File: config.mk
export PLATFORM = sky130hd
export DESIGN_NAME = ibst_step
export DESIGN_NICKNAME = d
export VERILOG_FILES = /design/src/hw/rtl/ibst_pkg.sv /design/src/hw/rtl/ibst_step.sv
export SDC_FILE = /design/constraint.sdc
export NUM_CORES = 1
export LEC_CHECK = 0
export BUFFER_PORTS_ARGS = -buffer_cell sky130_fd_sc_hd__buf_2
export CAP_MARGIN = 20
export CORE_AREA = 2 2 63 65
export DETAILED_ROUTE_END_ITERATION = 8
export DIE_AREA = 0 0 65 67
export PLACE_DENSITY = 0.87
export SYNTH_ARGS = -nofsm -noshare
export SYNTH_HDL_FRONTEND = slang
export SYNTH_SLANG_ARGS = --single-unit
File: constraint.sdc
create_clock -name vclk -period 4.5
set_input_delay 0.675 -clock vclk [all_inputs]
set_output_delay 0.675 -clock vclk [all_outputs]
set_load 0.005 [all_outputs]
File: src/hw/rtl/ibst_pkg.sv
// Shared types, codes and defaults for the indexed binary search tree core.
package ibst_pkg;

  localparam int unsigned MaxNodesDef = 1024;
  localparam int unsigned KeyWidthDef = 32;
  localparam int unsigned DataW       = 32;
  localparam int unsigned NodeIdxW    = 10;

  typedef enum logic {
    REQ_INSERT = 1'b0,
    REQ_SEARCH = 1'b1
  } req_type_e;

  typedef enum logic [2:0] {
    ST_INSERTED  = 3'd0,
    ST_DUPLICATE = 3'd1,
    ST_FOUND     = 3'd2,
    ST_NOT_FOUND = 3'd3,
    ST_FULL      = 3'd4
  } status_e;

  typedef struct packed {
    req_type_e                 req_type;
    logic signed [DataW-1:0]   key;
    logic signed [DataW-1:0]   value_in;
  } req_t;

  typedef struct packed {
    status_e                   status;
    logic signed [DataW-1:0]   value_out;
    logic [NodeIdxW-1:0]       node_index;
  } rsp_t;

  typedef struct packed {
    logic hit;
    logic go_left;
    logic has_child;
  } step_flags_t;

endpackage

File: src/hw/rtl/ibst_step.sv
// One tree walk step: compares the search key with a node word and picks the child.
module ibst_step import ibst_pkg::*; #(
  parameter int unsigned KEY_WIDTH = KeyWidthDef,
  parameter int unsigned IDX_WIDTH = NodeIdxW
) (
  input  logic signed [KEY_WIDTH-1:0]                   key_i,
  input  logic [KEY_WIDTH+DataW+2*(IDX_WIDTH+1)-1:0]    node_word_i,
  output step_flags_t                                   flags_o,
  output logic [IDX_WIDTH-1:0]                          next_o,
  output logic signed [DataW-1:0]                       value_o
);

  localparam int unsigned CW = IDX_WIDTH + 1;
  localparam int unsigned WW = KEY_WIDTH + DataW + 2 * CW;

  logic signed [KEY_WIDTH-1:0] node_key;
  logic [CW-1:0]               left_child;
  logic [CW-1:0]               right_child;
  logic [CW-1:0]               child;

  always_comb begin
    node_key          = node_word_i[WW-1 -: KEY_WIDTH];
    value_o           = node_word_i[WW-KEY_WIDTH-1 -: DataW];
    left_child        = node_word_i[2*CW-1 -: CW];
    right_child       = node_word_i[CW-1:0];
    flags_o.hit       = (key_i == node_key);
    flags_o.go_left   = (key_i < node_key);
    child             = flags_o.go_left ? left_child : right_child;
    flags_o.has_child = child[CW-1];
    next_o            = child[IDX_WIDTH-1:0];
  end

endmodule

==> flow_results.xml <==
<?xml version="1.0" encoding="UTF-8"?>
<metrics>
  <group name="run_status">
    <metric name="run_status" unit="">finished, final reports clean</metric>
  </group>
  <group name="clock_network">
    <metric name="cts_resized" unit="">0</metric>
    <metric name="hold_buffers" unit="">0</metric>
    <metric name="post_cts_repair_setup_buffers" unit="">0</metric>
  </group>
  <group name="critical_path">
    <metric name="crit_top_cell" unit="">sky130_fd_sc_hd__buf_2</metric>
    <metric name="critical_path.max_stage_delay" unit="ps">350</metric>
    <metric name="crit_chain" unit="">buf_2, ha_1, a21oi_1, o21ai_0, a221o_1, a211o_1, a221oi_2, buf_4, mux2_2, buf_2</metric>
    <metric name="worst_ep_arrival_time" unit="ps">2920</metric>
    <metric name="critPathLaunchType" unit="">primary input</metric>
    <metric name="cp_slowest_cell" unit="">sky130_fd_sc_hd__mux2_2</metric>
    <metric name="timing.setup.critical_path_class" unit="">primary input to output pin</metric>
    <metric name="worst-path-max-fanout" unit="">12</metric>
    <metric name="type_of_element_capturing_the_critical_path" unit="">output pin</metric>
    <metric name="critical_path_required" unit="ps">3830</metric>
  </group>
  <group name="cells_and_area">
    <metric name="antennaDiodeCount" unit="">0</metric>
    <metric name="seq_area" unit="um2">0</metric>
    <metric name="n_fill_cell" unit="">383</metric>
    <metric name="postLayoutCellArea" unit="mm2">0.00150</metric>
    <metric name="post-route-util" unit="%">41.5</metric>
    <metric name="layout.clock_buffers" unit="">0</metric>
    <metric name="design.seq.count" unit="">0</metric>
    <metric name="syn2layout_area_growth" unit="%">26.3</metric>
    <metric name="post_route_cells_drive_above_1_share" unit="%">49.8</metric>
    <metric name="nNetsFinal" unit="">377</metric>
  </group>
  <group name="power">
    <metric name="p_leak" unit="nW">0.968</metric>
    <metric name="p_per_area" unit="mW/mm2">96.1</metric>
    <metric name="peakVddDrop" unit="mV">0.0585</metric>
    <metric name="power.total" unit="mW">0.144</metric>
  </group>
  <group name="routing">
    <metric name="via_count" unit="">1261</metric>
    <metric name="route.detailed.drc" unit="">0</metric>
    <metric name="route.detailed.wl_per_inst" unit="um">11.1</metric>
    <metric name="drt-pass1-iter-count" unit="">4</metric>
    <metric name="post_drt_via_cell_ratio" unit="">4.62</metric>
    <metric name="antenna_left" unit="">0</metric>
    <metric name="drt_wl_total" unit="mm">3.03</metric>
    <metric name="first_iter_violations" unit="">19</metric>
  </group>
  <group name="global_route">
    <metric name="global_route_wire_length_before_repair" unit="mm">4.32</metric>
    <metric name="maximum_number_of_pins_on_one_net_before_global_route_repair" unit="">13</metric>
    <metric name="antenna_violations_before_repair" unit="">0</metric>
    <metric name="grt_util_all_layers" unit="%">12.0</metric>
    <metric name="grt-ovfl-total" unit="">0</metric>
    <metric name="first_global_vias" unit="">1133</metric>
  </group>
  <group name="floorplan">
    <metric name="design.die.area" unit="mm2">0.00436</metric>
    <metric name="fp.dieW" unit="um">65</metric>
    <metric name="i_o_pins" unit="">163</metric>
    <metric name="dieHeight" unit="um">67</metric>
    <metric name="placementRows" unit="">22</metric>
    <metric name="core_region_area" unit="mm2">0.00361</metric>
    <metric name="start_util" unit="%">32.9</metric>
  </group>
  <group name="timing">
    <metric name="setup_total_neg_slack" unit="ps">0</metric>
    <metric name="setup_viol" unit="">0</metric>
    <metric name="timing.final.hold_violations" unit="">0</metric>
    <metric name="fmax" unit="MHz">278</metric>
    <metric name="worst_slew_margin_rel" unit="%">72.4</metric>
    <metric name="final_period_minus_worst_setup_slack" unit="ps">3600</metric>
    <metric name="fin_crit_sh" unit="%">79.9</metric>
    <metric name="final_critical_path_setup_slack" unit="ps">905</metric>
    <metric name="slew_violations" unit="">0</metric>
    <metric name="worstMarginPinSlew" unit="ps">410</metric>
    <metric name="setup_repair_after_global_routing_missed_its_margin" unit="">no</metric>
  </group>
  <group name="logic_synthesis">
    <metric name="yosys_warning_total" unit="">0</metric>
    <metric name="syn-cell-area" unit="mm2">0.00119</metric>
    <metric name="syn-instance-count" unit="">158</metric>
    <metric name="synth_top_cell_area_share" unit="%">33.8</metric>
    <metric name="synth_sequential_area_ratio" unit="%">0</metric>
    <metric name="synth.avg_cell_area" unit="um2">7.51</metric>
    <metric name="post-synth-top-area-cell" unit="">sky130_fd_sc_hd__ha_1</metric>
    <metric name="mappedNetlistNets" unit="">308</metric>
    <metric name="yosys.cell_types.count" unit="">23</metric>
    <metric name="synth_area_leaders" unit="">sky130_fd_sc_hd__ha_1, sky130_fd_sc_hd__buf_4, sky130_fd_sc_hd__inv_1</metric>
  </group>
  <group name="place">
    <metric name="replace_congestion" unit="">0.728</metric>
    <metric name="post_dp_cell_area" unit="mm2">0.00150</metric>
    <metric name="buffer_ports.inserted" unit="">99</metric>
    <metric name="hpwlAfterDp" unit="mm">2.85</metric>
    <metric name="dp_slack" unit="ps">904</metric>
  </group>
  <group name="flow_run">
    <metric name="max_cap_viol_count" unit="">0</metric>
  </group>
  <group name="min_path">
    <metric name="holdCritPathClass" unit="">primary input to output pin</metric>
  </group>
</metrics>
## per-layer routing
layer  global-route usage [%]  share of wire (%)  routed length, um
met1                     13.8                 40               1220
met2                     23.2                 50               1510
met3                     2.53                9.2                279
met4                     1.06               0.66                 20
met5                        0                  0                  0
## cell families after synthesis
| kind of cell | count (synthesis) | synth area share [%] |
|---|---|---|
| simple gates | 23 | 9.92 |
| fa+ha+maj | 32 | 33.8 |
| compound gates | 24 | 13.6 |
| buf+inv | 68 | 32.3 |
| mux | 11 | 10.4 |
## power breakdown
group	switching (mW)	leakage, nW	internal (mW)
Clock	0	0	0
Combinational	0.0619	0.968	0.0820
Sequential	0	0	0
Total	0.0619	0.968	0.0820
## worst max-delay path, delay by kind of cell
| kind | cells | cell delay, ps |
|---|---|---|
| AOI/OAI and AO/OA | 5 | 1130 |
| muxes | 1 | 350 |
| buffers and inverters | 3 | 460 |
| adders and majority gates | 1 | 300 |
## synthesized netlist by cell type
cell type / instances
sky130_fd_sc_hd__a221o_1: 2
sky130_fd_sc_hd__a221oi_1: 1
sky130_fd_sc_hd__mux2_1: 1
sky130_fd_sc_hd__a21o_1: 2
sky130_fd_sc_hd__nor4_1: 1
sky130_fd_sc_hd__a211o_1: 1
sky130_fd_sc_hd__nor3_1: 1
sky130_fd_sc_hd__o21ai_0: 3
sky130_fd_sc_hd__buf_6: 1
sky130_fd_sc_hd__o22ai_1: 1
sky130_fd_sc_hd__a21oi_1: 12
sky130_fd_sc_hd__nand3_1: 4
sky130_fd_sc_hd__inv_1: 35
sky130_fd_sc_hd__a221oi_2: 1
sky130_fd_sc_hd__a211oi_2: 1
sky130_fd_sc_hd__mux2_2: 10
sky130_fd_sc_hd__and4_1: 1
sky130_fd_sc_hd__nor2_1: 2
sky130_fd_sc_hd__buf_4: 32
sky130_fd_sc_hd__ha_1: 32
sky130_fd_sc_hd__and2_1: 1
sky130_fd_sc_hd__nand2_1: 7
sky130_fd_sc_hd__nand4_1: 6
## placed cells by master, fill, tap and decap left out, types with 2 or more instances in the layout
| cell type | Yosys | final |
|---|---|---|
| sky130_fd_sc_hd__a21o_1 | 2 | 2 |
| sky130_fd_sc_hd__a21oi_1 | 12 | 12 |
| sky130_fd_sc_hd__a221o_1 | 2 | 2 |
| sky130_fd_sc_hd__buf_2 | 0 | 99 |
| sky130_fd_sc_hd__ha_1 | 32 | 32 |
| sky130_fd_sc_hd__inv_1 | 35 | 35 |
| sky130_fd_sc_hd__mux2_2 | 10 | 10 |
| sky130_fd_sc_hd__nand2_1 | 7 | 7 |
| sky130_fd_sc_hd__nand3_1 | 4 | 4 |
| sky130_fd_sc_hd__nand4_1 | 6 | 6 |
| sky130_fd_sc_hd__nor2_1 | 2 | 2 |
| sky130_fd_sc_hd__o21ai_0 | 3 | 3 |
## worst paths after layout
path	depth (start not counted)	startpoint	endpoint	slack, ps
max	10	key_i[5]	next_o[4]	900
min	0	node_word_i[36]	value_o[14]	1350
## final cells by class
type | instances | area [um2] | area share [%]
tap | 48 | 60.1 | 4.01
multi-input combinational | 90 | 803 | 53.6
inverter | 35 | 131 | 8.77
timing repair buffer | 100 | 503 | 33.6
## metrics by stage
stage,instances,hold WS [ps]
after floorplan,158,1430
after global placement,273,1350
after detailed placement,273,1350
after CTS,273,1350
after global routing,273,1350
final,273,1350
Power figures use the tool's default switching activity.
